**src/rtl/cle_pkg.sv**
```systemverilog
// Types and constants shared by the line editor modules.
`timescale 1ns / 1ps

package cle_pkg;

    localparam int CUR_W  = 6;
    localparam int BYTE_W = 8;
    localparam int KIND_W = 2;

    // Terminal bytes with a meaning
    localparam logic [BYTE_W-1:0] BYTE_DEL   = 8'd127;
    localparam logic [BYTE_W-1:0] BYTE_BS    = 8'd8;
    localparam logic [BYTE_W-1:0] BYTE_NL    = 8'd10;
    localparam logic [BYTE_W-1:0] BYTE_ESC   = 8'd27;
    localparam logic [BYTE_W-1:0] BYTE_LBR   = 8'd91;
    localparam logic [BYTE_W-1:0] BYTE_C     = 8'd67;
    localparam logic [BYTE_W-1:0] BYTE_D     = 8'd68;
    localparam logic [BYTE_W-1:0] BYTE_PRLO  = 8'h20;
    localparam logic [BYTE_W-1:0] BYTE_PRHI  = 8'h7E;

    // Result kinds
    localparam logic [KIND_W-1:0] KIND_STATUS = 2'd0;
    localparam logic [KIND_W-1:0] KIND_CHAR   = 2'd1;
    localparam logic [KIND_W-1:0] KIND_EMPTY  = 2'd2;

    typedef enum logic [2:0] {
        OP_NOP,
        OP_INSERT,
        OP_DELETE,
        OP_RIGHT,
        OP_LEFT,
        OP_COMMIT
    } op_t;

    typedef enum logic [1:0] {
        ESC_IDLE,
        ESC_FIRST,
        ESC_SECOND
    } esc_t;

    typedef enum logic [3:0] {
        B_IDLE,
        B_INS_RD,
        B_INS_WR,
        B_INS_PUT,
        B_DEL_RD,
        B_DEL_WR,
        B_CMT_RD,
        B_CMT_PUT,
        B_STATUS
    } bst_t;

    typedef struct packed {
        op_t               op;
        logic [BYTE_W-1:0] data;
    } cmd_t;

    typedef struct packed {
        logic [KIND_W-1:0] kind;
        logic [BYTE_W-1:0] line_char;
        logic [CUR_W-1:0]  cursor_now;
        logic [CUR_W-1:0]  length_now;
        logic              last_of_run;
    } res_t;

endpackage

```
**src/rtl/cle_fifo.sv**
```systemverilog
// Two-entry queue used between front and back and on the result side.
`timescale 1ns / 1ps

module cle_fifo
    import cle_pkg::*;
#(
    parameter int WIDTH = 8
)
(
    input  logic             clk,
    input  logic             rst_n,
    input  logic             wr_en,
    input  logic [WIDTH-1:0] wr_data,
    output logic             full,
    input  logic             rd_en,
    output logic [WIDTH-1:0] rd_data,
    output logic             empty
);

    logic [WIDTH-1:0] slot_reg [2];
    logic             wr_ptr_reg;
    logic             wr_ptr_next;
    logic             rd_ptr_reg;
    logic             rd_ptr_next;
    logic [1:0]       count_reg;
    logic [1:0]       count_next;
    logic             do_wr;
    logic             do_rd;

    assign full    = (count_reg == 2'd2);
    assign empty   = (count_reg == 2'd0);
    assign rd_data = slot_reg[rd_ptr_reg];
    assign do_wr   = wr_en && !full;
    assign do_rd   = rd_en && !empty;

    // Advance pointers and count
    always_comb
    begin
        wr_ptr_next = do_wr ? !wr_ptr_reg : wr_ptr_reg;
        rd_ptr_next = do_rd ? !rd_ptr_reg : rd_ptr_reg;
        count_next  = count_reg;
        if (do_wr && !do_rd)
        begin
            count_next = count_reg + 2'd1;
        end
        else if (do_rd && !do_wr)
        begin
            count_next = count_reg - 2'd1;
        end
    end

    always_ff @(posedge clk or negedge rst_n)
    begin
        if (!rst_n)
        begin
            wr_ptr_reg <= 1'b0;
            rd_ptr_reg <= 1'b0;
            count_reg  <= 2'd0;
        end
        else
        begin
            wr_ptr_reg <= wr_ptr_next;
            rd_ptr_reg <= rd_ptr_next;
            count_reg  <= count_next;
        end
    end

    // Store the incoming beat
    always_ff @(posedge clk)
    begin
        if (do_wr)
        begin
            slot_reg[wr_ptr_reg] <= wr_data;
        end
    end

endmodule

```
**src/rtl/cle_front.sv**
```systemverilog
// Front end: tracks escape sequences and turns each byte into an edit command.
`timescale 1ns / 1ps

module cle_front
    import cle_pkg::*;
(
    input  logic              clk,
    input  logic              rst_n,
    input  logic              push,
    input  logic [BYTE_W-1:0] in_byte,
    input  logic              cmd_full,
    output logic              cmd_push,
    output cmd_t              cmd
);

    esc_t esc_reg;
    esc_t esc_next;
    logic bracket_reg;
    logic bracket_next;
    logic take;

    assign take     = push && !cmd_full;
    assign cmd_push = take;

    // Next escape phase
    always_comb
    begin
        esc_next     = esc_reg;
        bracket_next = bracket_reg;
        if (take)
        begin
            unique case (esc_reg)
                ESC_FIRST:
                begin
                    esc_next     = ESC_SECOND;
                    bracket_next = (in_byte == BYTE_LBR);
                end
                ESC_SECOND:
                begin
                    esc_next     = ESC_IDLE;
                    bracket_next = 1'b0;
                end
                default:
                begin
                    if (in_byte == BYTE_ESC)
                    begin
                        esc_next     = ESC_FIRST;
                        bracket_next = 1'b0;
                    end
                end
            endcase
        end
    end

    // Classify the byte
    always_comb
    begin
        cmd.data = in_byte;
        cmd.op   = OP_NOP;
        unique case (esc_reg)
            ESC_FIRST:
            begin
                cmd.op = OP_NOP;
            end
            ESC_SECOND:
            begin
                if (bracket_reg && in_byte == BYTE_C)
                begin
                    cmd.op = OP_RIGHT;
                end
                else if (bracket_reg && in_byte == BYTE_D)
                begin
                    cmd.op = OP_LEFT;
                end
            end
            default:
            begin
                priority if (in_byte == BYTE_NL)
                begin
                    cmd.op = OP_COMMIT;
                end
                else if (in_byte == BYTE_DEL || in_byte == BYTE_BS)
                begin
                    cmd.op = OP_DELETE;
                end
                else if (in_byte >= BYTE_PRLO && in_byte <= BYTE_PRHI)
                begin
                    cmd.op = OP_INSERT;
                end
                else
                begin
                    cmd.op = OP_NOP;
                end
            end
        endcase
    end

    always_ff @(posedge clk or negedge rst_n)
    begin
        if (!rst_n)
        begin
            esc_reg     <= ESC_IDLE;
            bracket_reg <= 1'b0;
        end
        else
        begin
            esc_reg     <= esc_next;
            bracket_reg <= bracket_next;
        end
    end

endmodule

```
**src/rtl/cle_back.sv**
```systemverilog
// Back end: holds the line store, carries out edit commands and emits results.
`timescale 1ns / 1ps

module cle_back
    import cle_pkg::*;
#(
    parameter int LINE_DEPTH = 64
)
(
    input  logic clk,
    input  logic rst_n,
    input  logic cmd_empty,
    input  cmd_t cmd,
    output logic cmd_pop,
    input  logic res_full,
    output logic res_push,
    output res_t res
);

    localparam int             AW      = $clog2(LINE_DEPTH);
    localparam logic [AW-1:0]  LEN_MAX = AW'(LINE_DEPTH - 1);

    logic [BYTE_W-1:0] mem [LINE_DEPTH];
    logic [BYTE_W-1:0] rdata_reg;

    bst_t              state_reg;
    bst_t              state_next;
    logic [AW-1:0]     ptr_reg;
    logic [AW-1:0]     ptr_next;
    logic [AW-1:0]     cursor_reg;
    logic [AW-1:0]     cursor_next;
    logic [AW-1:0]     len_reg;
    logic [AW-1:0]     len_next;
    logic [BYTE_W-1:0] byte_reg;
    logic [BYTE_W-1:0] byte_next;
    logic [KIND_W-1:0] kind_reg;
    logic [KIND_W-1:0] kind_next;

    logic              rd_en;
    logic [AW-1:0]     rd_addr;
    logic              wr_en;
    logic [AW-1:0]     wr_addr;
    logic [BYTE_W-1:0] wr_data;
    logic              last_char;

    assign last_char = (ptr_reg == AW'(len_reg - 1'b1));

    // Next state
    always_comb
    begin
        state_next = state_reg;
        unique case (state_reg)
            B_IDLE:
            begin
                if (!cmd_empty)
                begin
                    unique case (cmd.op)
                        OP_INSERT:
                        begin
                            priority if (len_reg == LEN_MAX)
                                state_next = B_STATUS;
                            else if (len_reg == cursor_reg)
                                state_next = B_INS_PUT;
                            else
                                state_next = B_INS_RD;
                        end
                        OP_DELETE:
                        begin
                            if (cursor_reg == '0 || cursor_reg == len_reg)
                                state_next = B_STATUS;
                            else
                                state_next = B_DEL_RD;
                        end
                        OP_COMMIT:
                        begin
                            if (len_reg == '0)
                                state_next = B_STATUS;
                            else
                                state_next = B_CMT_RD;
                        end
                        default:
                        begin
                            state_next = B_STATUS;
                        end
                    endcase
                end
            end
            B_INS_RD:
            begin
                state_next = B_INS_WR;
            end
            B_INS_WR:
            begin
                state_next = (ptr_reg == cursor_reg) ? B_INS_PUT : B_INS_RD;
            end
            B_INS_PUT:
            begin
                state_next = B_STATUS;
            end
            B_DEL_RD:
            begin
                state_next = B_DEL_WR;
            end
            B_DEL_WR:
            begin
                state_next = last_char ? B_STATUS : B_DEL_RD;
            end
            B_CMT_RD:
            begin
                state_next = B_CMT_PUT;
            end
            B_CMT_PUT:
            begin
                if (!res_full)
                    state_next = last_char ? B_IDLE : B_CMT_RD;
            end
            B_STATUS:
            begin
                if (!res_full)
                    state_next = B_IDLE;
            end
            default:
            begin
                state_next = B_IDLE;
            end
        endcase
    end

    // Datapath and handshake outputs
    always_comb
    begin
        cmd_pop         = 1'b0;
        res_push        = 1'b0;
        res.kind        = kind_reg;
        res.line_char   = '0;
        res.cursor_now  = CUR_W'(cursor_reg);
        res.length_now  = CUR_W'(len_reg);
        res.last_of_run = 1'b1;
        rd_en           = 1'b0;
        rd_addr         = ptr_reg;
        wr_en           = 1'b0;
        wr_addr         = ptr_reg;
        wr_data         = rdata_reg;
        ptr_next        = ptr_reg;
        cursor_next     = cursor_reg;
        len_next        = len_reg;
        byte_next       = byte_reg;
        kind_next       = kind_reg;
        unique case (state_reg)
            B_IDLE:
            begin
                if (!cmd_empty)
                begin
                    cmd_pop   = 1'b1;
                    byte_next = cmd.data;
                    kind_next = KIND_STATUS;
                    unique case (cmd.op)
                        OP_INSERT:
                        begin
                            ptr_next = AW'(len_reg - 1'b1);
                        end
                        OP_DELETE:
                        begin
                            ptr_next = cursor_reg;
                            if (cursor_reg != '0 && cursor_reg == len_reg)
                            begin
                                cursor_next = AW'(cursor_reg - 1'b1);
                                len_next    = AW'(len_reg - 1'b1);
                            end
                        end
                        OP_RIGHT:
                        begin
                            if (cursor_reg < len_reg)
                                cursor_next = AW'(cursor_reg + 1'b1);
                        end
                        OP_LEFT:
                        begin
                            if (cursor_reg != '0)
                                cursor_next = AW'(cursor_reg - 1'b1);
                        end
                        OP_COMMIT:
                        begin
                            ptr_next = '0;
                            if (len_reg == '0)
                                kind_next = KIND_EMPTY;
                        end
                        default:
                        begin
                            ptr_next = ptr_reg;
                        end
                    endcase
                end
            end
            B_INS_RD, B_DEL_RD, B_CMT_RD:
            begin
                rd_en = 1'b1;
            end
            B_INS_WR:
            begin
                // Shift one byte up, walking down toward the cursor
                wr_en   = 1'b1;
                wr_addr = AW'(ptr_reg + 1'b1);
                if (ptr_reg != cursor_reg)
                    ptr_next = AW'(ptr_reg - 1'b1);
            end
            B_INS_PUT:
            begin
                wr_en       = 1'b1;
                wr_addr     = cursor_reg;
                wr_data     = byte_reg;
                cursor_next = AW'(cursor_reg + 1'b1);
                len_next    = AW'(len_reg + 1'b1);
            end
            B_DEL_WR:
            begin
                // Shift one byte down, walking up toward the end
                wr_en   = 1'b1;
                wr_addr = AW'(ptr_reg - 1'b1);
                if (last_char)
                begin
                    cursor_next = AW'(cursor_reg - 1'b1);
                    len_next    = AW'(len_reg - 1'b1);
                end
                else
                begin
                    ptr_next = AW'(ptr_reg + 1'b1);
                end
            end
            B_CMT_PUT:
            begin
                res.kind        = KIND_CHAR;
                res.line_char   = rdata_reg;
                res.last_of_run = last_char;
                if (!res_full)
                begin
                    res_push = 1'b1;
                    if (last_char)
                    begin
                        cursor_next = '0;
                        len_next    = '0;
                    end
                    else
                    begin
                        ptr_next = AW'(ptr_reg + 1'b1);
                    end
                end
            end
            B_STATUS:
            begin
                res_push = !res_full;
            end
            default:
            begin
                res_push = 1'b0;
            end
        endcase
    end

    always_ff @(posedge clk or negedge rst_n)
    begin
        if (!rst_n)
        begin
            state_reg  <= B_IDLE;
            cursor_reg <= '0;
            len_reg    <= '0;
            kind_reg   <= KIND_STATUS;
        end
        else
        begin
            state_reg  <= state_next;
            cursor_reg <= cursor_next;
            len_reg    <= len_next;
            kind_reg   <= kind_next;
        end
    end

    always_ff @(posedge clk)
    begin
        ptr_reg  <= ptr_next;
        byte_reg <= byte_next;
    end

    // Line store: one write and one registered read per cycle
    always_ff @(posedge clk)
    begin
        if (wr_en)
        begin
            mem[wr_addr] <= wr_data;
        end
        if (rd_en)
        begin
            rdata_reg <= mem[rd_addr];
        end
    end

endmodule

```
**src/rtl/cursor_line_editor.sv**
```systemverilog
// Cursor line editor: a front end that decodes terminal bytes feeds the editing back end through
// a two-entry command queue. Each accepted byte yields one status beat, except newline, which
// yields one beat per line byte (last one marked) or one empty-line beat, then clears the line.
// The back end moves data through a line store of LINE_DEPTH bytes with a read port and a write
// port, one read and one write per moved byte. The line store is not cleared at reset; only
// bytes below the current length are ever read.
// Up to two input beats and two result beats are buffered, so full and empty stall each side.
`timescale 1ns / 1ps

module cursor_line_editor
    import cle_pkg::*;
#(
    parameter int LINE_DEPTH = 64
)
(
    input  logic              clk,
    input  logic              rst_n,
    input  logic              push,
    output logic              full,
    input  logic [BYTE_W-1:0] in_byte,
    output logic              empty,
    input  logic              pop,
    output logic [KIND_W-1:0] kind,
    output logic [BYTE_W-1:0] line_char,
    output logic [CUR_W-1:0]  cursor_now,
    output logic [CUR_W-1:0]  length_now,
    output logic              last_of_run
);

    logic cmd_push;
    cmd_t cmd_in;
    logic cmd_full;
    logic cmd_pop;
    cmd_t cmd_out;
    logic cmd_empty;
    logic res_push;
    res_t res_in;
    logic res_full;
    res_t res_out;

    assign full = cmd_full;

    cle_front u_front
    (
        .clk      (clk),
        .rst_n    (rst_n),
        .push     (push),
        .in_byte  (in_byte),
        .cmd_full (cmd_full),
        .cmd_push (cmd_push),
        .cmd      (cmd_in)
    );

    cle_fifo #(.WIDTH($bits(cmd_t))) u_cmd_q
    (
        .clk     (clk),
        .rst_n   (rst_n),
        .wr_en   (cmd_push),
        .wr_data (cmd_in),
        .full    (cmd_full),
        .rd_en   (cmd_pop),
        .rd_data (cmd_out),
        .empty   (cmd_empty)
    );

    cle_back #(.LINE_DEPTH(LINE_DEPTH)) u_back
    (
        .clk       (clk),
        .rst_n     (rst_n),
        .cmd_empty (cmd_empty),
        .cmd       (cmd_out),
        .cmd_pop   (cmd_pop),
        .res_full  (res_full),
        .res_push  (res_push),
        .res       (res_in)
    );

    cle_fifo #(.WIDTH($bits(res_t))) u_res_q
    (
        .clk     (clk),
        .rst_n   (rst_n),
        .wr_en   (res_push),
        .wr_data (res_in),
        .full    (res_full),
        .rd_en   (pop),
        .rd_data (res_out),
        .empty   (empty)
    );

    assign kind        = res_out.kind;
    assign line_char   = res_out.line_char;
    assign cursor_now  = res_out.cursor_now;
    assign length_now  = res_out.length_now;
    assign last_of_run = res_out.last_of_run;

endmodule

```
**config.mk**
```make
export PLATFORM = sky130hd
export DESIGN_NAME = cursor_line_editor
export DESIGN_NICKNAME = d
export VERILOG_FILES = /design/src/rtl/cle_pkg.sv /design/src/rtl/cle_fifo.sv /design/src/rtl/cle_front.sv /design/src/rtl/cle_back.sv /design/src/rtl/cursor_line_editor.sv
export SDC_FILE = /design/constraint.sdc
export NUM_CORES = 1
export LEC_CHECK = 0
export BUFFER_PORTS_ARGS = -buffer_cell sky130_fd_sc_hd__buf_2
export CORE_MARGIN = 5
export CORE_UTILIZATION = 40
export CTS_CLUSTER_DIAMETER = 200
export DETAILED_ROUTE_END_ITERATION = 7
export PLACE_DENSITY = 0.57
export SLEW_MARGIN = 20
export SYNTH_ARGS = -nofsm -noshare
export SYNTH_HDL_FRONTEND = slang
export SYNTH_HIERARCHICAL = 1
export SYNTH_SLANG_ARGS = --single-unit
```
**constraint.sdc**
```tcl
create_clock -name clk -period 5.4 [get_ports clk]
set_clock_uncertainty 0.2 [all_clocks]
set_input_delay 0.81 -clock clk [delete_from_list [all_inputs] [get_ports clk]]
set_output_delay 0.81 -clock clk [all_outputs]
set_load 0.03 [all_outputs]
```
==> impl_metrics.csv, run 1 <==
group,metric,value,unit
setup_path,worstSetupStartpoint,"u_back/ptr_reg[0]",
yosys,ys.flop_type,"edfxtp_1",
floorplan,die_h,267,µm
grt,grt_max_degree,65,
routing,wire_per_inst,25.6,µm
grt,grt_overflow,0,
floorplan,pin_count,37,
placement,dp_slack,1.31,ns
yosys,synthSimpleGateAreaFrac,0.0560,
grt,antenna_found_initial,0,
clock_network,ctsLongestPathBuffers,3,
floorplan,initial_core_util,0.403,
timing,tightest_slew,1.10,ns
setup_path,cp-start-kind,"register",
routing,vias,13500,
setup_path,worstSetupPathType,"reg2reg",
placement,gp_congestion,0.894,
timing,relSlewSlack,0.266,
clock_network,cts_tree,"built",
setup_path,cp.required,5.46,ns
yosys,netlist_instances,1420,
timing,setup_tns,0,ns
yosys,ys_async_sr_fraction,0.0444,
yosys,synth_xor_area_frac,0.0131,
timing,period_share,0.759,
clock_network,clock-root-buffer,"clkbuf_16",
setup_path,regToRegSetupSlack,1.30,ns
yosys,synthAdderAreaFrac,0.00804,
setup_path,worstSetupEndpointType,"register",
routing,wl,60.5,mm
floorplan,dieArea,71400,µm²
routing,ant_nets,0,
yosys,synth_top_family_by_area,"multiplexers",
final_layout,largest_reg_flops,512,
clock_network,insertion_delay,0.62,ns
yosys,yosysTopAreaCell,"edfxtp_1",
yosys,syn_avg_cell_area,18.6,µm²
yosys,yosysWarnings,6,
setup_path,r2r-start,"u_back/ptr_reg[0]",
timing,fmax,0.244,GHz
timing,finalSetupViolations,0,
routing,drt_pre_antenna_iters,5,
flow_run,max-cap-violations,0,
routing,drc,0,
yosys,synth-compound-area-share,0.0335,
yosys,ys_seq_area_frac,0.710,
clock_network,post-cts-setup-buffers,0,
yosys,netlist_area,26500,µm²
pwr,p_leak,9.45,nW
yosys,yosysUniqueCellTypes,80,
yosys,synth_edf_count,602,
setup_path,reg2reg_depth,7,
final_layout,drive_above_1_share,0.236,
timing,hold_slack,0.0486,ns
floorplan,die_x,267,µm
placement,placedInstanceArea,27500,µm²
grt,grt.total_usage,0.169,
grt,grt_pass1_wl,90.8,mm
yosys,syn_nets,1449,
timing,drv_slew,0,
timing,rsz0062_at_grt,"false",
clock_network,cts-hold-fix-buffers,0,
final_layout,fillers,5552,
yosys,synth_seq_cells,630,
clock_network,clkTransAtPathRegs,0.06,ns
floorplan,core-area,65700,µm²
clock_network,cts_buffers,60,
yosys,synthTopCellsByArea,"edfxtp_1 (68%), mux4_2 (13%), dfrtp_1 (2.6%), nor2_1 (1.3%), mux2_4 (1.2%)",
setup_path,regToRegEndpoint,"u_back/mem[24][1]",
timing,period_minus_slack,4.10,ns
timing,hold_viol_final,0,
grt,grt_pass1_vias,13700,
final_layout,area_growth,11.0,%
setup_path,cp_max_fo,39,
pwr,ir_drop,0.457,mV
clock_network,h-tree-depth,2,
yosys,synth_top_cell_area_share,0.683,
worst_hold_path,hold_class,"in2async",
final_layout,postLayoutCellArea,29400,µm²
clock_network,ctsResizeCount,0,
routing,drtIter0Drc,1358,
final_layout,nets,1485,
placement,port_buffers,36,
floorplan,rows,94,
routing,drt-vias-per-instance,5.71,
placement,dpl.hpwl,37.7,mm
outcome,outcome,"complete, no violations",
yosys,synth.area.mux_share,0.159,
setup_path,arrival,4.16,ns
timing,setup_ws,1.30,ns
pwr,p_total,0.0160,W
clock_network,clock-sinks,630,
pwr,p_per_area,546,nW/µm²
cells in the mapped netlist (4+ instances only):
cell type	instances
o31ai_1	7
a21oi_1	19
mux2i_1	13
mux2_1	14
nor2_1	95
a21o_1	5
and3_1	6
nand2b_1	9
buf_1	5
o21ai_0	16
nor2b_1	14
buf_2	23
a211oi_1	6
edfxtp_1	602
nand3_1	32
buf_4	16
o32a_1	4
xnor2_1	20
mux2_4	22
nor3_1	10
a22oi_1	11
nand4_1	6
o22ai_1	9
a221oi_1	5
nand2_1	68
ha_1	17
a31oi_1	11
mux4_2	156
xor2_1	17
inv_1	25
nor4_1	6
clkbuf_1	36
and2_1	10
dfrtp_1	28
mux2_2	4
cell families (layout without fill, tap and decap cells):
family,count (synthesis),after routing
adders and majority gates,17,17
other,0,1
buffers and inverters,110,192
xor gates and xnor gates,38,38
muxes,210,210
and+or+nand+nor,290,290
DFF,630,630
AOI/OAI and AO/OA,125,125
metal layers:
metal	up-vias	GRT usage	routed length [µm]
li1	5804	-	-
met1	7077	0.239	25600
met2	535	0.271	29000
met3	103	0.0284	4080
met4	0	0.0536	1780
met5	-	0	0
power breakdown:
group	switching (W)	internal [W]
registers	0.000410	0.00614
clock network	0.00175	0.00228
logic	0.00320	0.00224
total	0.00536	0.0107
worst max-delay path, stage by stage, from the launching register on:
cell      delay [ns]
edfxtp_1        0.53
buf_4           0.64
nand3_1         0.24
nor2_1          0.18
xor2_1          0.13
a221oi_1        0.58
nand3_1         0.50
nor2_1          0.73
placed cells by master, fill, tap and decap left out, drive strengths merged, types with 7 or more instances in the layout:
cell type / Yosys / layout
o22ai: 9 / 9
a21oi: 20 / 20
and2: 10 / 10
nand3: 32 / 32
nand2b: 9 / 9
mux4: 157 / 157
mux2: 40 / 40
nor4: 7 / 7
ha: 17 / 17
inv: 25 / 25
a22oi: 11 / 11
nand2: 69 / 69
dfrtp: 28 / 28
o21ai: 19 / 19
nor2: 95 / 95
clkinv: 0 / 26
nor2b: 14 / 14
mux2i: 13 / 13
xnor2: 20 / 20
nor3: 11 / 11
xor2: 17 / 17
clkbuf: 36 / 76
o31ai: 8 / 8
a31oi: 11 / 11
buf: 49 / 59
edfxtp: 602 / 602
layout make-up:
type	instances	area, µm²	share of cell area
diodes	1	2.50	0.0000852
clock buffers	76	1600	0.0546
clock inverters	32	272	0.00925
inverters	25	93.8	0.00320
multi-input cells	680	7180	0.245
flip-flops and latches	630	18800	0.639
well taps	864	1080	0.0368
repair buffers	59	353	0.0120
per-stage QoR:
step           instances   util
6_report            2367  0.447
5_1_grt             2366  0.447
4_1_cts             2366  0.447
3_5_place_dp        2258  0.418
3_3_place_gp        2258  0.418
2_1_floorplan       1420      -
how the worst max path moves through the flow:
stage	cells past startpoint	slack [ns]	to
floorplan	12	1.76	u_back/mem[32][0]
global placement	7	1.40	u_back/mem[25][2]
detailed placement	7	1.31	u_back/mem[25][2]
CTS	7	1.31	u_back/mem[25][3]
global route	7	1.01	u_back/mem[26][3]
finish	7	1.30	u_back/mem[24][1]
Power figures use the tool's default switching activity.
==> run 2, diff against run 1 <==
--- a/config.mk
+++ b/config.mk
@@ -10,7 +10,7 @@
 export CORE_UTILIZATION = 40
 export CTS_CLUSTER_DIAMETER = 200
 export DETAILED_ROUTE_END_ITERATION = 7
-export PLACE_DENSITY = 0.57
+export PLACE_DENSITY = 0.59
 export SLEW_MARGIN = 20
 export SYNTH_ARGS = -nofsm -noshare
 export SYNTH_HDL_FRONTEND = slang
==> constraint.sdc (replaced) <==
create_clock -name clk -period 3.35 [get_ports clk]
set_clock_uncertainty 0.2 [all_clocks]
set_input_delay 0.5025 -clock clk [delete_from_list [all_inputs] [get_ports clk]]
set_output_delay 0.5025 -clock clk [all_outputs]
set_load 0.03 [all_outputs]
==> run 2 against run 1 <==
Net effect:
- final cell count is 4.6% higher
- design area is 4.9% higher
- sequential cell count stayed put
- largest cell class unchanged
- die area stayed put
- hold slack worse by 0.0025 ns
- register-to-register slack worse by 1.2 ns
- sequential share of layout area is 3.0 points lower
- first-iteration DRC count is 12% lower
==> impl_metrics.csv, run 2 (same netlist as run 1, synthesis figures left out) <==
group,metric,value,unit
outcome,outcome,"complete, no violations",
routing,drt_pre_antenna_iters,5,
floorplan,die_h,267,µm
grt,grt_pass1_vias,14000,
routing,wire_per_inst,24.2,µm
timing,relSlewSlack,0.492,
final_layout,diodes,0,
floorplan,initial_core_util,0.403,
timing,rsz0062_at_grt,"false",
worst_hold_path,hold_class,"in2reg",
final_layout,fillers,5477,
flow_run,max-cap-violations,0,
timing,finalSetupViolations,0,
routing,drtIter0Drc,1193,
placement,port_buffers,36,
floorplan,die_x,267,µm
timing,period_minus_slack,3.21,ns
clock_network,clock-sinks,630,
setup_path,arrival,3.30,ns
routing,wl,60.1,mm
routing,vias,13700,
routing,drc,0,
setup_path,worstSetupEndpointType,"register",
grt,grt_overflow,0,
clock_network,ctsLongestPathBuffers,3,
final_layout,fin_cells,2477,
final_layout,layout_common_cells,"edfxtp_1 (602), mux4_2 (156), buf_4 (106)",
placement,dp_cells,2353,
clock_network,insertion_delay,0.59,ns
setup_path,cp_max_fo,9,
setup_path,cp-start-kind,"register",
routing,ant_nets,0,
pwr,p_per_area,883,nW/µm²
pwr,p_total,0.0272,W
setup_path,worstSetupPathType,"reg2reg",
grt,grt_max_degree,97,
floorplan,core-area,65700,µm²
timing,hold_viol_final,0,
grt,antenna_found_initial,0,
timing,tightest_slew,0.759,ns
clock_network,cts_buffers,66,
placement,dpl.hpwl,38.2,mm
final_layout,drive_above_1_share,0.309,
floorplan,pin_count,37,
clock_network,clock-root-buffer,"clkbuf_16",
grt,grt_pass1_wl,90.8,mm
final_layout,area_growth,16.4,%
grt,grt.total_usage,0.169,
floorplan,dieArea,71400,µm²
pwr,p_leak,10.2,nW
timing,period_share,0.958,
timing,fmax,0.311,GHz
routing,drt-vias-per-instance,5.51,
placement,gp_congestion,0.912,
final_layout,largest_reg_flops,512,
clock_network,clkTransAtPathRegs,0.06,ns
setup_path,cp.required,3.44,ns
pwr,ir_drop,0.523,mV
final_layout,nets,1594,
clock_network,h-tree-depth,3,
final_layout,final_common_cell,"edfxtp_1",
floorplan,rows,94,
clock_network,cts_tree,"built",
timing,drv_slew,0,
## run 2: per-layer routing
metal	vias to the layer above	share of wire	track usage
met5	-	0	0
met4	0	0.025	0.0469
met3	85	0.056	0.0331
met2	383	0.48	0.265
met1	7162	0.44	0.245
li1	6027	-	-
## run 2: power by group
part / switching, W / total [W] / internal [W]
clock network: 0.00295 / 0.00725 / 0.00430
registers: 0.000410 / 0.0103 / 0.00988
logic: 0.00566 / 0.00968 / 0.00402
total: 0.00902 / 0.0272 / 0.0182
## run 2: final cells by class
type | count | area, µm² | area share
clock buffer | 81 | 1800 | 0.0585
clock inverter | 35 | 353 | 0.0115
inverter | 25 | 93.8 | 0.00305
multi-input combinational | 680 | 7410 | 0.240
sequential | 630 | 18800 | 0.609
tap | 864 | 1080 | 0.0351
timing repair buffer | 162 | 1300 | 0.0421
## run 2: timing repair
item,CTS,global route
hold buffers,8,0
hold endpoints to repair,43,0
buffers inserted,0,0
resized for setup,0,3
setup endpoints to repair,0,54
## run 2: path summary, 6_finish.rpt
path / start / end / slack, ns / cells past startpoint
worst min-delay path: in_byte[5] / u_cmd_q/slot_reg[0][5] / 0.05 / 1
worst max-delay path: u_back/ptr_reg[0] / u_back/mem[29][4] / 0.14 / 8
worst max register to register: u_back/ptr_reg[0] / u_back/mem[29][4] / 0.14 / 8
worst min register to register: u_front/bracket_reg / u_front/bracket_reg / 0.30 / 1
min in group asynchronous: rst_n / u_cmd_q/wr_ptr_reg / 0.32 / 2
max in group asynchronous: rst_n / u_back/len_reg[2] / 2.15 / 2
## run 2: per-stage QoR
stage	worst slack, ns	cell area (µm²)	utilization	setup TNS (ns)	hold slack, ns
after global placement	0.242	28600	0.434	0	0.278
after global routing	0.0185	30800	0.469	0	0.0196
after detailed placement	0.215	28600	0.434	0	0.281
final	0.139	30800	0.469	0	0.0461
after floorplan	-0.0890	26700	-	-28.10	0.00691
after CTS	0.149	30800	0.468	0	0.0105
## run 2: worst max-delay path, stage by stage, from the launching register on
cell and delay [ns]:
edfxtp_1 0.49, buf_4 0.24, nor4_1 0.37, xor2_1 0.19
a221oi_1 0.41, buf_4 0.22, nand3_1 0.31, nor2_2 0.29
buf_4 0.20
==> run 3, diff against run 2 <==
--- a/config.mk
+++ b/config.mk
@@ -5,14 +5,14 @@
 export SDC_FILE = /design/constraint.sdc
 export NUM_CORES = 1
 export LEC_CHECK = 0
-export BUFFER_PORTS_ARGS = -buffer_cell sky130_fd_sc_hd__buf_2
+export BUFFER_PORTS_ARGS = -buffer_cell sky130_fd_sc_hd__clkbuf_2
 export CORE_MARGIN = 5
 export CORE_UTILIZATION = 40
 export CTS_CLUSTER_DIAMETER = 200
 export DETAILED_ROUTE_END_ITERATION = 7
 export PLACE_DENSITY = 0.59
+export REMOVE_ABC_BUFFERS = 1
 export SLEW_MARGIN = 20
 export SYNTH_ARGS = -nofsm -noshare
 export SYNTH_HDL_FRONTEND = slang
-export SYNTH_HIERARCHICAL = 1
 export SYNTH_SLANG_ARGS = --single-unit
==> run 3 against run 2 <==
Net effect:
- sequential cell count unchanged
- sequential power up 4%
- synthesized cell count shrank 0.28%
- via count rose by 1.6%
- clock-buffer cell count is 2 lower
- worst setup slack worse by 0.053 ns
- clock power down 2%
==> impl_metrics.csv, run 3 <==
group,metric,value,unit
setup_path,worstSetupEndpointType,"register",
routing,drt-vias-per-instance,5.56,
yosys,yosysMostFrequentCell,"edfxtp_1",
yosys,syn_avg_cell_area,18.7,µm²
timing,tightest_slew,0.844,ns
yosys,synth_top_cell_area_share,0.684,
timing,finalSetupViolations,0,
routing,drc,0,
floorplan,core-area,65600,µm²
routing,drtIter0Drc,1297,
floorplan,dieArea,71300,µm²
clock_network,insertion_delay,0.61,ns
setup_path,cp.required,3.47,ns
yosys,netlist_area,26400,µm²
worst_hold_path,min_path_cells,3,
routing,wire_per_inst,24.7,µm
routing,drt_pre_antenna_iters,5,
yosys,synthTopCellsByArea,"edfxtp_1 (68%), mux4_2 (13%), dfrtp_1 (2.7%), mux2_2 (1.7%), nor2_1 (1.4%)",
final_layout,postLayoutCellArea,30600,µm²
clock_network,ctsLongestPathBuffers,3,
clock_network,clock-root-buffer,"clkbuf_16",
flow_run,max-cap-violations,0,
timing,fmax,0.306,GHz
timing,period_share,0.974,
setup_path,cp_top_family,"simple AND/OR/NAND/NOR gates",
pwr,p_per_area,913,nW/µm²
clock_network,cts_buffers,67,
yosys,yosysWarnings,0,
timing,period_minus_slack,3.26,ns
timing,setup_tns,0,ns
final_layout,area_growth,16.0,%
final_layout,layout_common_cells,"edfxtp_1 (602), mux4_2 (156), buf_4 (111)",
clock_network,clock-sinks,630,
pwr,p_leak,10.0,nW
grt,antenna_found_initial,0,
worst_hold_path,hold_class,"in2reg",
clock_network,clkTransAtPathRegs,0.06,ns
setup_path,worstSetupPathType,"reg2reg",
setup_path,max_stage_delay,0.56,ns
routing,wl,61.6,mm
grt,grt.total_usage,0.173,
setup_path,cp_max_fo,8,
grt,grt_pass1_vias,14200,
floorplan,die_x,267,µm
yosys,ys_seq_area_frac,0.711,
grt,grt_max_degree,74,
setup_path,worst-path-buf-inv,2,
floorplan,rows,94,
yosys,ys.flop_type,"edfxtp_1",
timing,rsz0062_at_grt,"true",
clock_network,post-cts-setup-buffers,0,
yosys,synth_edf_count,602,
placement,port_buffers,36,
routing,vias,13900,
floorplan,pin_count,37,
yosys,synth_seq_cells,630,
setup_path,cp-start-kind,"register",
placement,placedInstanceArea,28400,µm²
setup_path,crit_chain,"inv_1, ha_1, and3b_1, o21ai_0, a21o_1, a221oi_1, nand2_1, nor2_1, buf_4",
final_layout,nets,1611,
yosys,netlist_instances,1416,
setup_path,arrival,3.38,ns
final_layout,fin_cells,2497,
yosys,yosysUniqueCellTypes,83,
floorplan,die_h,267,µm
final_layout,drive_above_1_share,0.303,
timing,relSlewSlack,0.437,
final_layout,diodes,0,
timing,hold_slack,0.0317,ns
yosys,ys_top_cells_by_count,"edfxtp_1 (602), mux4_2 (156), nor2_1 (97), nand2_1 (72), mux2_2 (41)",
grt,grt_pass1_wl,92.9,mm
setup_path,critPathSlowestCell,"nand2_1",
pwr,p_total,0.0279,W
timing,hold_viol_final,0,
yosys,ys_async_sr_fraction,0.0444,
clock_network,h-tree-depth,3,
outcome,outcome,"complete, no violations",
clock_network,cts_tree,"built",
placement,dp_cells,2367,
setup_path,reg2reg_depth,9,
grt,grt_overflow,0,
final_layout,fillers,5494,
placement,gp_congestion,0.838,
timing,drv_slew,0,
final_layout,final_common_cell,"edfxtp_1",
pwr,ir_drop,0.478,mV
routing,ant_nets,0,
setup_path,cp.depth,9,
placement,dpl.hpwl,38.9,mm
floorplan,initial_core_util,0.402,
final_layout,largest_reg_flops,512,
yosys,yosysTopAreaCell,"edfxtp_1",
[run 3: changes by cell type after synthesis, sizes merged, moves of 4 or more]
cell / before / now
nor3b: 4 / 8
mux2i: 13 / 5
a22oi: 11 / 21
a31oi: 11 / 6
inv: 25 / 19
nand2: 69 / 73
and3: 6 / 2
nand3: 32 / 19
buf: 49 / 40
xor2: 17 / 12
o21ai: 19 / 28
[run 3: tightest hold or removal path, stage by stage]
cell	delay (ns)
clkbuf_2	0.07
o21ai_0	0.12
xnor2_1	0.08
[run 3: metal layers]
metal / global-route usage / routed length [µm] / vias up
li1: - / - / 6090
met1: 0.243 / 26600 / 7212
met2: 0.279 / 29800 / 474
met3: 0.0349 / 3810 / 100
met4: 0.0449 / 1370 / 0
met5: 0 / 0 / -
[run 3: through the flow]
stage,setup WS [ns],utilization
2_1_floorplan,-4.54,-
4_1_cts,0.0695,0.467
5_1_grt,-0.180,0.467
6_report,0.0858,0.467
3_5_place_dp,0.0487,0.433
3_3_place_gp,0.0923,0.433
[run 3: cells by family (layout without fill, tap and decap cells)]
| group | count (synthesis) | after routing | synth area share |
|---|---|---|---|
| fa+ha+maj | 18 | 18 | 0.00853 |
| buf+inv | 94 | 311 | 0.0182 |
| mux | 203 | 203 | 0.153 |
| simple gates | 285 | 285 | 0.0559 |
| compound gates | 152 | 152 | 0.0417 |
| flops | 630 | 630 | 0.711 |
| xor+xnor | 34 | 34 | 0.0118 |
[run 3: final timing paths]
kind	start	slack, ns	to
max	u_back.ptr_reg[1]	0.09	u_back.mem[19][6]
min in group asynchronous	rst_n	0.35	u_back.cursor_reg[0]
min	pop	0.03	u_res_q.rd_ptr_reg
min reg2reg	u_res_q.rd_ptr_reg	0.29	u_res_q.rd_ptr_reg
max in group asynchronous	rst_n	2.07	u_back.len_reg[4]
max reg2reg	u_back.ptr_reg[1]	0.09	u_back.mem[19][6]
[run 3: final cells by class]
type	count	area, µm²	area share
clock inverter	42	344	0.0112
tap	864	1080	0.0353
timing repair buffer	171	1400	0.0458
inverter	19	71.3	0.00233
sequential	630	18800	0.613
clock buffer	79	1760	0.0576
multi-input combinational	692	7180	0.235
[run 3: where the power goes]
group	total [W]	internal [W]	switching (W)
clock network	0.00708	0.00409	0.00299
registers	0.0107	0.0103	0.000454
logic	0.0101	0.00413	0.00601
[run 3: timing repair]
action / in CTS / in global routing
hold buffers: 9 / 0
endpoints found under the setup margin: 0 / 256
resized for setup: 0 / 0
hold endpoints to repair: 44 / 0
